File: src/hw/rtl/rvpf_pkg.sv
// Shared types and constants for the radial vignette pixel filter.
package rvpf_pkg;

   localparam int unsigned PixelWidth = 24;
   localparam int unsigned CountWidth = 12;
   localparam int unsigned DimWidth   = 13;
   localparam int unsigned InvWidth   = 17;
   localparam int unsigned StrWidth   = 19;
   localparam int unsigned MagWidth   = 19;
   localparam int unsigned RadWidth   = 40;
   localparam int unsigned RootWidth  = 20;
   localparam int unsigned WgtWidth   = 17;

   localparam logic [DimWidth-1:0]  MaxDim    = 13'd4096;
   localparam logic [16:0]          K142      = 17'd93061;
   localparam logic [28:0]          HalfFx    = 29'd32768;
   localparam logic [28:0]          OfsTop    = 29'd294912;
   localparam logic [MagWidth-1:0]  OfsLimit  = 19'd262144;
   localparam logic [WgtWidth-1:0]  OneFx     = 17'd65536;

   localparam logic [2:0] CSR_FRAME_WIDTH  = 3'd0;
   localparam logic [2:0] CSR_FRAME_HEIGHT = 3'd1;
   localparam logic [2:0] CSR_INV_WIDTH    = 3'd2;
   localparam logic [2:0] CSR_INV_HEIGHT   = 3'd3;
   localparam logic [2:0] CSR_STRENGTH     = 3'd4;

   typedef struct packed {
      logic [PixelWidth-1:0] pixel;
      logic [CountWidth-1:0] col;
      logic [CountWidth-1:0] row;
      logic                  frame_end;
   } item_type;

endpackage

File: src/hw/rtl/rvpf_front.sv
// Front end: accepts requests, tracks raster position, tags frame end.
module rvpf_front (
   input  logic                           clock,
   input  logic                           reset,
   input  logic                           req_valid,
   input  logic                           req_stall,
   input  logic [rvpf_pkg::PixelWidth-1:0] req_pixel_rgb,
   input  logic                           req_frame_start,
   input  logic [rvpf_pkg::DimWidth-1:0]  width,
   input  logic [rvpf_pkg::DimWidth-1:0]  height,
   output logic                           push,
   output rvpf_pkg::item_type             push_item
);

   logic [rvpf_pkg::CountWidth-1:0] col_ff, col_in, row_ff, row_in, col_base, row_base;
   logic [rvpf_pkg::DimWidth-1:0]   w_eff, h_eff;
   logic                            row_end, frm_end;

   always_comb begin
      w_eff = (width == '0) ? 13'd1 : (width > rvpf_pkg::MaxDim) ? rvpf_pkg::MaxDim : width;
      h_eff = (height == '0) ? 13'd1 : (height > rvpf_pkg::MaxDim) ? rvpf_pkg::MaxDim : height;
      col_base = req_frame_start ? '0 : col_ff;
      row_base = req_frame_start ? '0 : row_ff;
      row_end  = ({1'b0, col_base} + 13'd1) >= w_eff;
      frm_end  = row_end && (({1'b0, row_base} + 13'd1) >= h_eff);
      push = req_valid && !req_stall;
      push_item.pixel     = req_pixel_rgb;
      push_item.col       = col_base;
      push_item.row       = row_base;
      push_item.frame_end = frm_end;
      col_in = col_ff;
      row_in = row_ff;
      if (push) begin
         if (row_end) begin
            col_in = '0;
            row_in = frm_end ? '0 : row_base + 12'd1;
         end else begin
            col_in = col_base + 12'd1;
            row_in = row_base;
         end
      end
   end

   always_ff @(posedge clock) begin
      if (reset) begin
         col_ff <= '0;
         row_ff <= '0;
      end else begin
         col_ff <= col_in;
         row_ff <= row_in;
      end
   end

endmodule

File: src/hw/rtl/rvpf_queue.sv
// Short request queue between front and back ends.
module rvpf_queue #(
   parameter int unsigned DEPTH = 4
) (
   input  logic               clock,
   input  logic               reset,
   input  logic               push,
   input  rvpf_pkg::item_type push_item,
   input  logic               pop,
   output logic               full,
   output logic               not_empty,
   output rvpf_pkg::item_type head
);

   localparam int unsigned AW = (DEPTH > 1) ? $clog2(DEPTH) : 1;

   rvpf_pkg::item_type slot_ff [DEPTH];
   logic [AW-1:0] wr_ff, wr_in, rd_ff, rd_in;
   logic [AW:0]   cnt_ff, cnt_in;

   function automatic logic [AW-1:0] bump(input logic [AW-1:0] p);
      bump = (p == AW'(DEPTH - 1)) ? '0 : p + AW'(1);
   endfunction

   always_comb begin
      full      = cnt_ff == (AW+1)'(DEPTH);
      not_empty = cnt_ff != '0;
      head      = slot_ff[rd_ff];
      wr_in     = push ? bump(wr_ff) : wr_ff;
      rd_in     = pop ? bump(rd_ff) : rd_ff;
      cnt_in    = cnt_ff + (AW+1)'(push) - (AW+1)'(pop);
   end

   always_ff @(posedge clock) begin
      if (reset) begin
         wr_ff  <= '0;
         rd_ff  <= '0;
         cnt_ff <= '0;
      end else begin
         wr_ff  <= wr_in;
         rd_ff  <= rd_in;
         cnt_ff <= cnt_in;
      end
   end

   always_ff @(posedge clock) begin
      if (push) begin
         slot_ff[wr_ff] <= push_item;
      end
   end

endmodule

File: src/hw/rtl/rvpf_back.sv
// Back end: offset, distance, weight and channel scaling with output register.
module rvpf_back (
   input  logic                               clock,
   input  logic                               reset,
   input  logic                               q_valid,
   input  rvpf_pkg::item_type                 q_head,
   output logic                               q_pop,
   input  logic [rvpf_pkg::InvWidth-1:0]      inv_w,
   input  logic [rvpf_pkg::InvWidth-1:0]      inv_h,
   input  logic signed [rvpf_pkg::StrWidth-1:0] strength,
   output logic                               rsp_valid,
   input  logic                               rsp_stall,
   output logic [rvpf_pkg::PixelWidth-1:0]    rsp_pixel_rgb_out,
   output logic                               rsp_frame_end
);

   localparam logic [2:0] ST_IDLE  = 3'd0;
   localparam logic [2:0] ST_SQR   = 3'd1;
   localparam logic [2:0] ST_ROOT  = 3'd2;
   localparam logic [2:0] ST_SCALE = 3'd3;
   localparam logic [2:0] ST_MIX   = 3'd4;
   localparam logic [2:0] ST_DONE  = 3'd5;

   logic [2:0] st_ff, st_in;
   logic [4:0] cnt_ff, cnt_in;
   logic [28:0] px_ff, px_in, py_ff, py_in;
   logic [rvpf_pkg::PixelWidth-1:0] pix_ff, pix_in;
   logic fe_ff, fe_in;
   logic [rvpf_pkg::RadWidth-1:0]  rad_ff, rad_in;
   logic [21:0] rem_ff, rem_in, rem_sh, trial;
   logic [rvpf_pkg::RootWidth-1:0] root_ff, root_in;
   logic [36:0] dec_ff, dec_in;
   logic [rvpf_pkg::WgtWidth-1:0]  wt_ff, wt_in;
   logic [rvpf_pkg::MagWidth-1:0]  mx, my;
   logic signed [22:0] wsum;
   logic [24:0] cr, cg, cb;
   logic vld_ff, vld_in;
   logic [rvpf_pkg::PixelWidth-1:0] out_ff, out_in;
   logic fe_out_ff, fe_out_in;

   function automatic logic [rvpf_pkg::MagWidth-1:0] mag(input logic [28:0] p);
      if (p >= rvpf_pkg::OfsTop) begin
         mag = rvpf_pkg::OfsLimit;
      end else if (p >= rvpf_pkg::HalfFx) begin
         mag = rvpf_pkg::MagWidth'(p - rvpf_pkg::HalfFx);
      end else begin
         mag = rvpf_pkg::MagWidth'(rvpf_pkg::HalfFx - p);
      end
   endfunction

   always_comb begin
      st_in = st_ff; cnt_in = cnt_ff; px_in = px_ff; py_in = py_ff;
      pix_in = pix_ff; fe_in = fe_ff; rad_in = rad_ff; rem_in = rem_ff;
      root_in = root_ff; dec_in = dec_ff; wt_in = wt_ff;
      vld_in = vld_ff && rsp_stall; out_in = out_ff; fe_out_in = fe_out_ff;
      q_pop = 1'b0;
      mx = mag(px_ff);
      my = mag(py_ff);
      rem_sh = {rem_ff[19:0], rad_ff[39:38]};
      trial  = {root_ff, 2'b01};
      wsum = 23'sd65536 - $signed({2'b00, dec_ff[36:16]}) + 23'(strength);
      cr = pix_ff[23:16] * wt_ff;
      cg = pix_ff[15:8]  * wt_ff;
      cb = pix_ff[7:0]   * wt_ff;
      unique case (st_ff)
         ST_IDLE: begin
            if (q_valid) begin
               q_pop  = 1'b1;
               px_in  = q_head.col * inv_w;
               py_in  = q_head.row * inv_h;
               pix_in = q_head.pixel;
               fe_in  = q_head.frame_end;
               st_in  = ST_SQR;
            end
         end
         ST_SQR: begin
            rad_in  = 40'(38'(mx * mx) + 38'(my * my));
            rem_in  = '0;
            root_in = '0;
            cnt_in  = '0;
            st_in   = ST_ROOT;
         end
         ST_ROOT: begin
            rad_in = {rad_ff[37:0], 2'b00};
            if (rem_sh >= trial) begin
               rem_in  = rem_sh - trial;
               root_in = {root_ff[18:0], 1'b1};
            end else begin
               rem_in  = rem_sh;
               root_in = {root_ff[18:0], 1'b0};
            end
            cnt_in = cnt_ff + 5'd1;
            if (cnt_ff == 5'(rvpf_pkg::RootWidth - 1)) begin
               st_in = ST_SCALE;
            end
         end
         ST_SCALE: begin
            dec_in = root_ff * rvpf_pkg::K142;
            st_in  = ST_MIX;
         end
         ST_MIX: begin
            if (wsum < 0) begin
               wt_in = '0;
            end else if (wsum > 23'sd65536) begin
               wt_in = rvpf_pkg::OneFx;
            end else begin
               wt_in = wsum[16:0];
            end
            st_in = ST_DONE;
         end
         ST_DONE: begin
            if (!vld_ff || !rsp_stall) begin
               vld_in    = 1'b1;
               out_in    = {cr[23:16], cg[23:16], cb[23:16]};
               fe_out_in = fe_ff;
               st_in     = ST_IDLE;
            end
         end
         default: st_in = ST_IDLE;
      endcase
      rsp_valid         = vld_ff;
      rsp_pixel_rgb_out = out_ff;
      rsp_frame_end     = fe_out_ff;
   end

   always_ff @(posedge clock) begin
      if (reset) begin
         st_ff  <= ST_IDLE;
         vld_ff <= 1'b0;
      end else begin
         st_ff  <= st_in;
         vld_ff <= vld_in;
      end
   end

   always_ff @(posedge clock) begin
      cnt_ff <= cnt_in; px_ff <= px_in; py_ff <= py_in; pix_ff <= pix_in;
      fe_ff <= fe_in; rad_ff <= rad_in; rem_ff <= rem_in; root_ff <= root_in;
      dec_ff <= dec_in; wt_ff <= wt_in; out_ff <= out_in; fe_out_ff <= fe_out_in;
   end

endmodule

File: src/hw/rtl/radial_vignette_pixel_filter.sv
// Top level of the radial vignette pixel filter.
// Usage:
//   Request channel req_*: one packed RGB pixel per request in row-major order,
//   req_frame_start marks the first pixel of a frame. req_stall is high while
//   the internal queue is full.
//   Response channel rsp_*: one weighted pixel per request, in order, with
//   rsp_frame_end on the last pixel of the frame; rsp_stall holds the result.
//   CSR channel csr_*: register index and data, always ready; write only
//   while idle.
// Timing:
//   The back end takes one pixel at a time through its idle, square, root,
//   scale, mix and done states, with the single shared root unit producing
//   one result bit a cycle. It pops no new pixel until the last leaves done,
//   and done waits while rsp_stall holds an earlier result.
//   The queue keeps accepting up to QUEUE_DEPTH requests while a result waits.
// Reset:
//   Synchronous; clears the position counters, queue and output valid and
//   loads the registers with 640, 480, 102, 137 and 0.
module radial_vignette_pixel_filter #(
   parameter int unsigned QUEUE_DEPTH = 4
) (
   input  logic        clock,
   input  logic        reset,
   input  logic        req_valid,
   output logic        req_stall,
   input  logic [23:0] req_pixel_rgb,
   input  logic        req_frame_start,
   output logic        rsp_valid,
   input  logic        rsp_stall,
   output logic [23:0] rsp_pixel_rgb_out,
   output logic        rsp_frame_end,
   input  logic        csr_valid,
   output logic        csr_ready,
   input  logic [2:0]  csr_index,
   input  logic [18:0] csr_wdata
);

   logic [12:0] width_ff, height_ff;
   logic [16:0] inv_w_ff, inv_h_ff;
   logic signed [18:0] str_ff;
   logic push, pop, full, not_empty;
   rvpf_pkg::item_type push_item, head;

   assign csr_ready = 1'b1;
   assign req_stall = full;

   always_ff @(posedge clock) begin
      if (reset) begin
         width_ff  <= 13'd640;
         height_ff <= 13'd480;
         inv_w_ff  <= 17'd102;
         inv_h_ff  <= 17'd137;
         str_ff    <= '0;
      end else if (csr_valid && csr_ready) begin
         unique case (csr_index)
            rvpf_pkg::CSR_FRAME_WIDTH:  width_ff  <= csr_wdata[12:0];
            rvpf_pkg::CSR_FRAME_HEIGHT: height_ff <= csr_wdata[12:0];
            rvpf_pkg::CSR_INV_WIDTH:    inv_w_ff  <= csr_wdata[16:0];
            rvpf_pkg::CSR_INV_HEIGHT:   inv_h_ff  <= csr_wdata[16:0];
            rvpf_pkg::CSR_STRENGTH:     str_ff    <= csr_wdata;
            default: ;
         endcase
      end
   end

   rvpf_front u_front (
      .clock, .reset, .req_valid, .req_stall, .req_pixel_rgb, .req_frame_start,
      .width(width_ff), .height(height_ff), .push, .push_item
   );

   rvpf_queue #(.DEPTH(QUEUE_DEPTH)) u_queue (
      .clock, .reset, .push, .push_item, .pop, .full, .not_empty, .head
   );

   rvpf_back u_back (
      .clock, .reset, .q_valid(not_empty), .q_head(head), .q_pop(pop),
      .inv_w(inv_w_ff), .inv_h(inv_h_ff), .strength(str_ff),
      .rsp_valid, .rsp_stall, .rsp_pixel_rgb_out, .rsp_frame_end
   );

endmodule

File: config.mk
export PLATFORM = sky130hd
export DESIGN_NAME = radial_vignette_pixel_filter
export DESIGN_NICKNAME = d
export VERILOG_FILES = /design/src/hw/rtl/rvpf_pkg.sv /design/src/hw/rtl/rvpf_front.sv /design/src/hw/rtl/rvpf_queue.sv /design/src/hw/rtl/rvpf_back.sv /design/src/hw/rtl/radial_vignette_pixel_filter.sv
export SDC_FILE = /design/constraint.sdc
export NUM_CORES = 2
export LEC_CHECK = 0
export BUFFER_PORTS_ARGS = -buffer_cell sky130_fd_sc_hd__buf_2
export CAP_MARGIN = 20
export CORE_ASPECT_RATIO = 0.6
export CORE_UTILIZATION = 34
export DETAILED_ROUTE_END_ITERATION = 8
export PLACE_DENSITY = 0.57
export SYNTH_ARGS = -nofsm -noshare
export SYNTH_HDL_FRONTEND = slang
export SYNTH_SLANG_ARGS = --single-unit
File: constraint.sdc
create_clock -name clock -period 8.9 [get_ports clock]
set_input_delay 1.335 -clock clock [delete_from_list [all_inputs] [get_ports clock]]
set_output_delay 1.335 -clock clock [all_outputs]
set_load 0.02 [all_outputs]
# --- Word level (Yosys, flattened, before mapping) ---
# Memories as Yosys holds them, arrays and structs flattened. A register that Yosys moved wholly into a read port is not among the register bits.
# Index checks and enable logic that the tools add are counted.
word_totals:
  register_bits: 361
  latch_bits: 0
  mem_bits_rw: 196
  romBits: 0
  in_bits: 52
  out_inout_bits: 28
  wordCells: 134
  memories: 1
memory_table:
  columns: ["name", "depth", "word_bits", "read_ports", "rd_ports_with_merged_regs", "wr", "line_no", "text"]
  rows:
  - ["u_queue.slot_ff", 4, 49, 1, 1, 1, "rvpf_queue.sv:17", "rvpf_pkg::item_type slot_ff [DEPTH];"]
op_classes:
  add_sub_neg: 17
  n_mul: 8
  div_mod_pow: 0
  order_cmp: 11
  eq_ne: 16
  shift: 0
  n_mux: 34
  bitwise_logic: 0
  n_reduce_logical: 22
op_table:
  columns: ["operator", "count"]
  rows:
  - ["one-hot mux 20 bit (2 select lines)", 2]
  - ["one-hot mux 40 bit (2 select lines)", 1]
  - ["multiplier 19 x 19 -> 38 bit", 2]
  - ["two-way mux 19 bit", 4]
  - ["multiplier 8 x 17 -> 24 bit", 3]
  - ["two-way mux 12 bit", 5]
  - [">= comparator 29 x 16 -> 1 bit, second input constant", 2]
  - [">= comparator 29 x 19 -> 1 bit, second input constant", 2]
  - ["multiplier 12 x 17 -> 29 bit", 2]
  - ["two-way mux 13 bit", 4]
  - ["adder 38 x 38 -> 39 bit", 1]
  - ["subtractor 16 x 19 -> 19 bit, first input constant", 2]
  - ["subtractor 19 x 16 -> 19 bit, second input constant", 2]
  - ["multiplier 20 x 17 -> 37 bit, second input constant", 1]
  - ["adder 12 x 1 -> 13 bit, second input constant", 2]
  - [">= comparator 13 bit", 2]
  - ["greater-than comparator 13 bit, second input constant", 2]
  - ["zero test 13 bit", 2]
  - ["adder 12 x 1 -> 12 bit, second input constant", 2]
  - ["adder 22 x 19 -> 23 bit", 1]
  - ["greater-than comparator 23 x 18 -> 1 bit, second input constant", 1]
  - ["< comparator 23 x 1 -> 1 bit, second input constant", 1]
  - [">= comparator 22 bit", 1]
  - ["subtractor 17 x 21 -> 22 bit, first input constant", 1]
  - ["28 further kinds", 60]

# --- Depth between registers and ports, before layout ---
depth:
  ltp_word: 7
  depth_mapped: 40
  mapped_depth_nobuf: 37

# --- By module ---
# From an unflattened synthesis, not the netlist that was laid out.
hier_totals:
  cells_unflattened: 7434
  hier_area_um2: 74511.5
by_module_without_submodules:
  columns: ["module", "instances", "cells_each", "area_each_um2", "seq_area_each_um2"]
  rows:
  - ["rvpf_back", 1, 6527, 61308.8, 7016.7]
  - ["rvpf_queue", 1, 299, 7547.2, 6065.8]
  - ["radial_vignette_pixel_filter", 1, 300, 3228.1, 1581.5]
  - ["rvpf_front", 1, 308, 2427.3, 480.5]

# --- Worst setup path after synthesis ---
# Ideal clock, no wire load.
synth_timing:
  kind: "reg-to-reg"
  from: "register u_back.py_ff[0]"
  to: "register u_back.rad_ff[28] (netlist bit), data pin"
  setup_time_ns: 0.270
  arrival_ns: 9.042
  t_required_ns: 8.630
  slack_ns: -0.413
  stages_incl_launch_ff: 39
  n_path_buf: 2
  period_less_slack_ns: 9.313
  cell_sequence: "edfxtp_1 > clkbuf_1 > inv_1 > ha_1 > or3b_2 > nor4_4 > a31oi_2 > buf_2 > o31ai_1 > xnor2_1 > and2_1 > inv_2 > nor2_1 > inv_1 > fa_1 > inv_1 > fa_1 > inv_1 > [... 3 more ...] > inv_1 > fa_1 > inv_1 > fa_1 > inv_1 > fa_1 > fa_1 > inv_1 > ha_1 > nand3_1 > or2_2 > a21oi_1 > o31ai_1 > a211oi_1 > nor2_1 > o31ai_1 > xnor2_1 > a21oi_1"
synth_via:
  elab_chain_len: 6
  elab_cells_between_ends: 9
  cone_classes: "3 x add/sub; 1 x mul; 2 x order compare; 3 x mux"
synth_lines:
  columns: ["item", "line_no", "text"]
  rows:
  - ["start, declared", "rvpf_back.sv:26", "logic [28:0] px_ff, px_in, py_ff, py_in;"]
  - ["start signal, assigned", "rvpf_back.sv:137", "cnt_ff <= cnt_in; px_ff <= px_in; py_ff <= py_in; pix_ff <= pix_in;"]
  - [">= comparator 29 x 16 -> 1 bit (tied with other cells)", "rvpf_back.sv:44", "end else if (p >= rvpf_pkg::HalfFx) begin"]
  - ["two-way mux 19 bit", "rvpf_back.sv:44", null]
  - ["two-way mux 19 bit *", "rvpf_back.sv:42", "if (p >= rvpf_pkg::OfsTop) begin"]
  - ["multiplier 19 x 19 -> 38 bit *", "rvpf_back.sv:77", "rad_in = 40'(38'(mx * mx) + 38'(my * my));"]
  - ["adder 38 x 38 -> 39 bit *", "rvpf_back.sv:77", null]
  - ["one-hot mux 40 bit (2 select lines) *", "rvpf_back.sv:65", "unique case (st_ff)"]
  - ["net u_back.rad_in, one bit", "rvpf_back.sv:29", "logic [rvpf_pkg::RadWidth-1:0] rad_ff, rad_in;"]
  - ["end signal, assigned", "rvpf_back.sv:138", "fe_ff <= fe_in; rad_ff <= rad_in; rem_ff <= rem_in; root_ff <= root_in;"]
  - ["end, declared", "rvpf_back.sv:29", null]
# The timed path passes the listed nets; every way through them passes the cells marked *.
# A chain may end at the register's enable or synchronous reset.

# --- Worst setup path in the final report ---
layout_timing:
  from: "register u_back.px_ff[3]"
  to: "register u_back.rad_ff[37] (netlist bit), data pin"
layout_via:
  elab_chain_len: 6
  elab_cells_between_ends: 9
  cone_classes: "3 x add/sub; 1 x mul; 2 x order compare; 3 x mux"
layout_lines:
  columns: ["item", "line_no"]
  rows:
  - ["start, declared", "rvpf_back.sv:26"]
  - ["start signal, assigned", "rvpf_back.sv:137"]
  - [">= comparator 29 x 16 -> 1 bit (tied with other cells)", "rvpf_back.sv:44"]
  - ["two-way mux 19 bit", "rvpf_back.sv:44"]
  - ["two-way mux 19 bit *", "rvpf_back.sv:42"]
  - ["multiplier 19 x 19 -> 38 bit *", "rvpf_back.sv:77"]
  - ["adder 38 x 38 -> 39 bit *", "rvpf_back.sv:77"]
  - ["one-hot mux 40 bit (2 select lines) *", "rvpf_back.sv:65"]
  - ["net u_back.rad_in, one bit", "rvpf_back.sv:29"]
# Marked as above.

==> results.py <==
metrics = {
    "clock_network": {
        "path_clk_slew_ps": 70,
        "clkSinkCount": 543,
        "root_buffer": "clkbuf_16",
        "tritoncts": "yes",
        "htreeDepth": 2,
        "ctsHoldBuffers": 0,
        "numCtsBuffers": 55,
        "clk-insertion-delay-late_ps": 710,
        "clockBufferDepth": 3,
    },
    "global_route": {
        "antenna_found_initial": 5,
        "grt_pass1_wl_mm": 334,
        "grt.total_usage": 0.198,
        "grt_max_degree": 83,
        "grt_pass1_vias": 55500,
        "grt_overflow": 0,
    },
    "synthesis": {
        "synth_xor_area_frac": 0.0272,
        "synth_seq_area_share": 0.205,
        "synth_top_family_by_area": "adder cells",
        "ys_ff_latch": 543,
        "synth_top_area_share": 0.339,
        "synth_fa_ha_area_frac": 0.458,
        "syn_inst": 7516,
        "synth-async-reset-ratio": 0,
        "synth_simple_gate_area_share": 0.136,
        "synth_warnings": 0,
        "synth_edf_count": 427,
        "synth.cell_area_mm2": 0.0738,
        "yosys_most_used_dff": "edfxtp_1",
        "syn_nets": 9522,
        "synth_top_cell_by_area": "fa_1",
        "synth.area.top_cells": "fa_1 34%, edfxtp_1 17%, ha_1 12%",
        "ys_types": 95,
        "synth_compound_area_frac": 0.0589,
        "avgSynthCellArea_um2": 9.82,
        "synthMuxAreaShare": 0.0188,
    },
    "die": {
        "io_pins": 80,
        "die_w_um": 604,
        "rows": 132,
        "coreArea_mm2": 0.216,
        "fp.dieH_um": 363,
        "start_util": 0.342,
        "dieArea_mm2": 0.219,
    },
    "drt": {
        "wirelength_mm": 213,
        "routedWlPerCell_um": 19.5,
        "via_count": 53500,
        "drt-initial-drc-count": 4174,
        "drtPass1Iterations": 5,
        "drc_errors": 0,
        "ant_nets": 0,
        "via_per_inst": 4.88,
    },
    "sta": {
        "setup_slack_ps": -243,
        "clock_skew_ps": 40.1,
        "worst_slew_pin_slew_ps": 1250,
        "post-route-period-util": 1.03,
        "fmax_ghz": 0.109,
        "relSlewSlack": 0.165,
        "drv_slew": 0,
        "hold_violations": 0,
        "min_period_ps": 9140,
        "finalSetupViolCount": 16,
        "rsz0062_at_grt": "true",
    },
    "setup_path": {
        "slowest_stage": "fa_1",
        "crit_path_start_kind": "flop",
        "critical_path_required_ps": 9320,
        "timing.rr.start": "u_back.px_ff[3]$_DFFE_PP_",
        "path_buf_inv": 10,
        "timing.rr.end": "u_back.rad_ff[37]$_DFFE_PP_",
        "arrival_ps": 9570,
        "cp_max_fo": 7,
        "cp_common_cell": "fa_1",
        "path_delay_family": "adder cells",
        "r2r_slack_ps": -240,
        "critPathKind": "flop to flop",
        "reg2reg_depth": 36,
        "critPathCaptureType": "flop",
        "cpPeakStageDelay_ps": 530,
    },
    "placement": {
        "dpl.cell_count": 10800,
        "gp_congestion": 0.997,
        "numPortBuffers": 78,
        "dp_slack_ps": -828,
        "dp_hpwl_mm": 176,
    },
    "layout": {
        "fillers": 21100,
        "layout-drive-gt1-share": 0.157,
        "instances_no_fill": 10900,
        "area_growth_syn_to_layout_pct": 15.8,
        "ff_latch_area_mm2": 0.0151,
        "final_common_cell": "inv_1",
        "fin_nets": 10000,
        "multi_input_area_mm2": 0.0533,
        "final_cell_mix": "1,546 x inv_1, 1,189 x fa_1, 965 x nand2_1",
    },
    "min_path": {
        "worstHoldPathCells": 2,
        "hold_end": "u_front.col_ff[10]$_SDFFE_PP0P_",
        "hold_path.class": "flop to flop",
        "hp-start": "u_front.col_ff[10]$_SDFFE_PP0P_",
    },
    "outcome": {
        "status": "finished with violations",
        "violations": "negative setup slack",
    },
    "flow_run": {
        "drv_cap": 0,
    },
}
[worst max path at each step]
stage,startpoint,endpoint,slack (ps),cells past startpoint
finish,u_back.px_ff[3]$_DFFE_PP_,u_back.rad_ff[37]$_DFFE_PP_,-240,36
global route,u_back.py_ff[0]$_DFFE_PP_,u_back.rad_ff[37]$_DFFE_PP_,-520,35
CTS,u_back.py_ff[0]$_DFFE_PP_,u_back.rad_ff[38]$_DFFE_PP_,-270,36
detailed placement,u_back.px_ff[25]$_DFFE_PP_,u_back.rad_ff[36]$_DFFE_PP_,-830,33
global placement,u_back.px_ff[25]$_DFFE_PP_,u_back.rad_ff[37]$_DFFE_PP_,-760,32
floorplan,u_back.px_ff[0]$_DFFE_PP_,u_back.rad_ff[37]$_DFFE_PP_,8,37
[registers in the layout (all words and copies together), names as in the netlist, 2 cells and up, named ones only]
name / cells
u_back.cnt_ff: 5
u_back.rsp_pixel_rgb_out: 24
u_back.px_ff: 29
u_back.rad_ff: 40
str_ff: 19
u_queue.wr_ff: 2
u_back.root_ff: 20
u_front.col_ff: 12
u_back.wt_ff: 17
u_back.dec_ff: 21
u_back.py_ff: 29
u_back.pix_ff: 24
inv_h_ff: 17
u_back.rem_ff: 20
u_queue.rd_ff: 2
width_ff: 13
u_back.st_ff: 3
u_front.row_ff: 12
u_queue.slot_ff: 196
u_queue.cnt_ff: 3
inv_w_ff: 17
height_ff: 13
[timing repair]
action	CTS	global route
buffers inserted	42	34
gates resized for setup	236	222
endpoints found under the setup margin	25	28
pin swaps	129	127
gates cloned	1	0
[worst reg2reg max path: cells and delay by family (launching register included)]
family	cells	cell delay, ps
multiplexers	1	210
buffers and inverters	10	900
XOR/XNOR	1	290
AND/OR/NAND/NOR	6	1370
flip-flops	1	390
adder cells (fa/ha/maj)	9	4210
AO/OA/AOI/OAI	9	1530
[per-stage QoR]
step	utilization	TNS (ps)	area (um^2)	hold WS (ps)
2_1_floorplan	-	0	74100	400
5_1_grt	0.396	-7220	85500	481
4_1_cts	0.391	-2690	84300	457
3_5_place_dp	0.377	-13120	81300	448
3_3_place_gp	0.376	-12870	81300	435
6_report	0.396	-1950	85500	454
[routing by layer]
layer | share of wire | vias to the layer above | GRT usage
met5 | 0 | - | 0
met4 | 0.011 | 0 | 0.0235
met3 | 0.10 | 143 | 0.0582
met2 | 0.37 | 1793 | 0.255
met1 | 0.52 | 27000 | 0.323
li1 | - | 24500 | -
[cell type report]
| class | count | area share |
|---|---|---|
| Clock inverter | 35 | 0.00486 |
| Timing Repair Buffer | 680 | 0.0627 |
| Multi-Input combinational cell | 5102 | 0.623 |
| Sequential cell | 543 | 0.177 |
| Tap cell | 2881 | 0.0422 |
| Antenna cell | 1 | 0.0000293 |
| Inverter | 1632 | 0.0722 |
| Clock buffer | 68 | 0.0175 |
[synth_stat cells (all sizes together), types with 21 or more instances]
| library cell | n |
|---|---|
| a211oi | 28 |
| a21o | 64 |
| a21oi | 240 |
| a31oi | 22 |
| and2 | 354 |
| and3 | 29 |
| buf | 59 |
| clkbuf | 181 |
| dfxtp | 116 |
| edfxtp | 427 |
| fa | 1249 |
| ha | 705 |
| inv | 1630 |
| mux2i | 23 |
| mux4 | 49 |
| nand2 | 996 |
| nand2b | 35 |
| nand3 | 91 |
| nand4 | 21 |
| nor2 | 415 |
| nor2b | 54 |
| nor3 | 66 |
| nor4 | 26 |
| o21a | 48 |
| o21ai | 111 |
| o31ai | 22 |
| or3 | 22 |
| xnor2 | 153 |
| xor2 | 76 |
[logic make-up (layout without fill, tap and decap cells)]
group                    after synthesis  after routing
XOR/XNOR                             229            229
flip-flops                           543            543
multiplexers                          77             77
buffers and inverters               1872           2415
other                                  1              2
AO/OA/AOI/OAI                        670            671
adder cells (fa/ha/maj)             1954           1954
AND/OR/NAND/NOR                     2170           2170
Power is left out: the tool's default activity adds up to more than one toggle a clock period on the data nets, which glitch-free logic cannot reach.
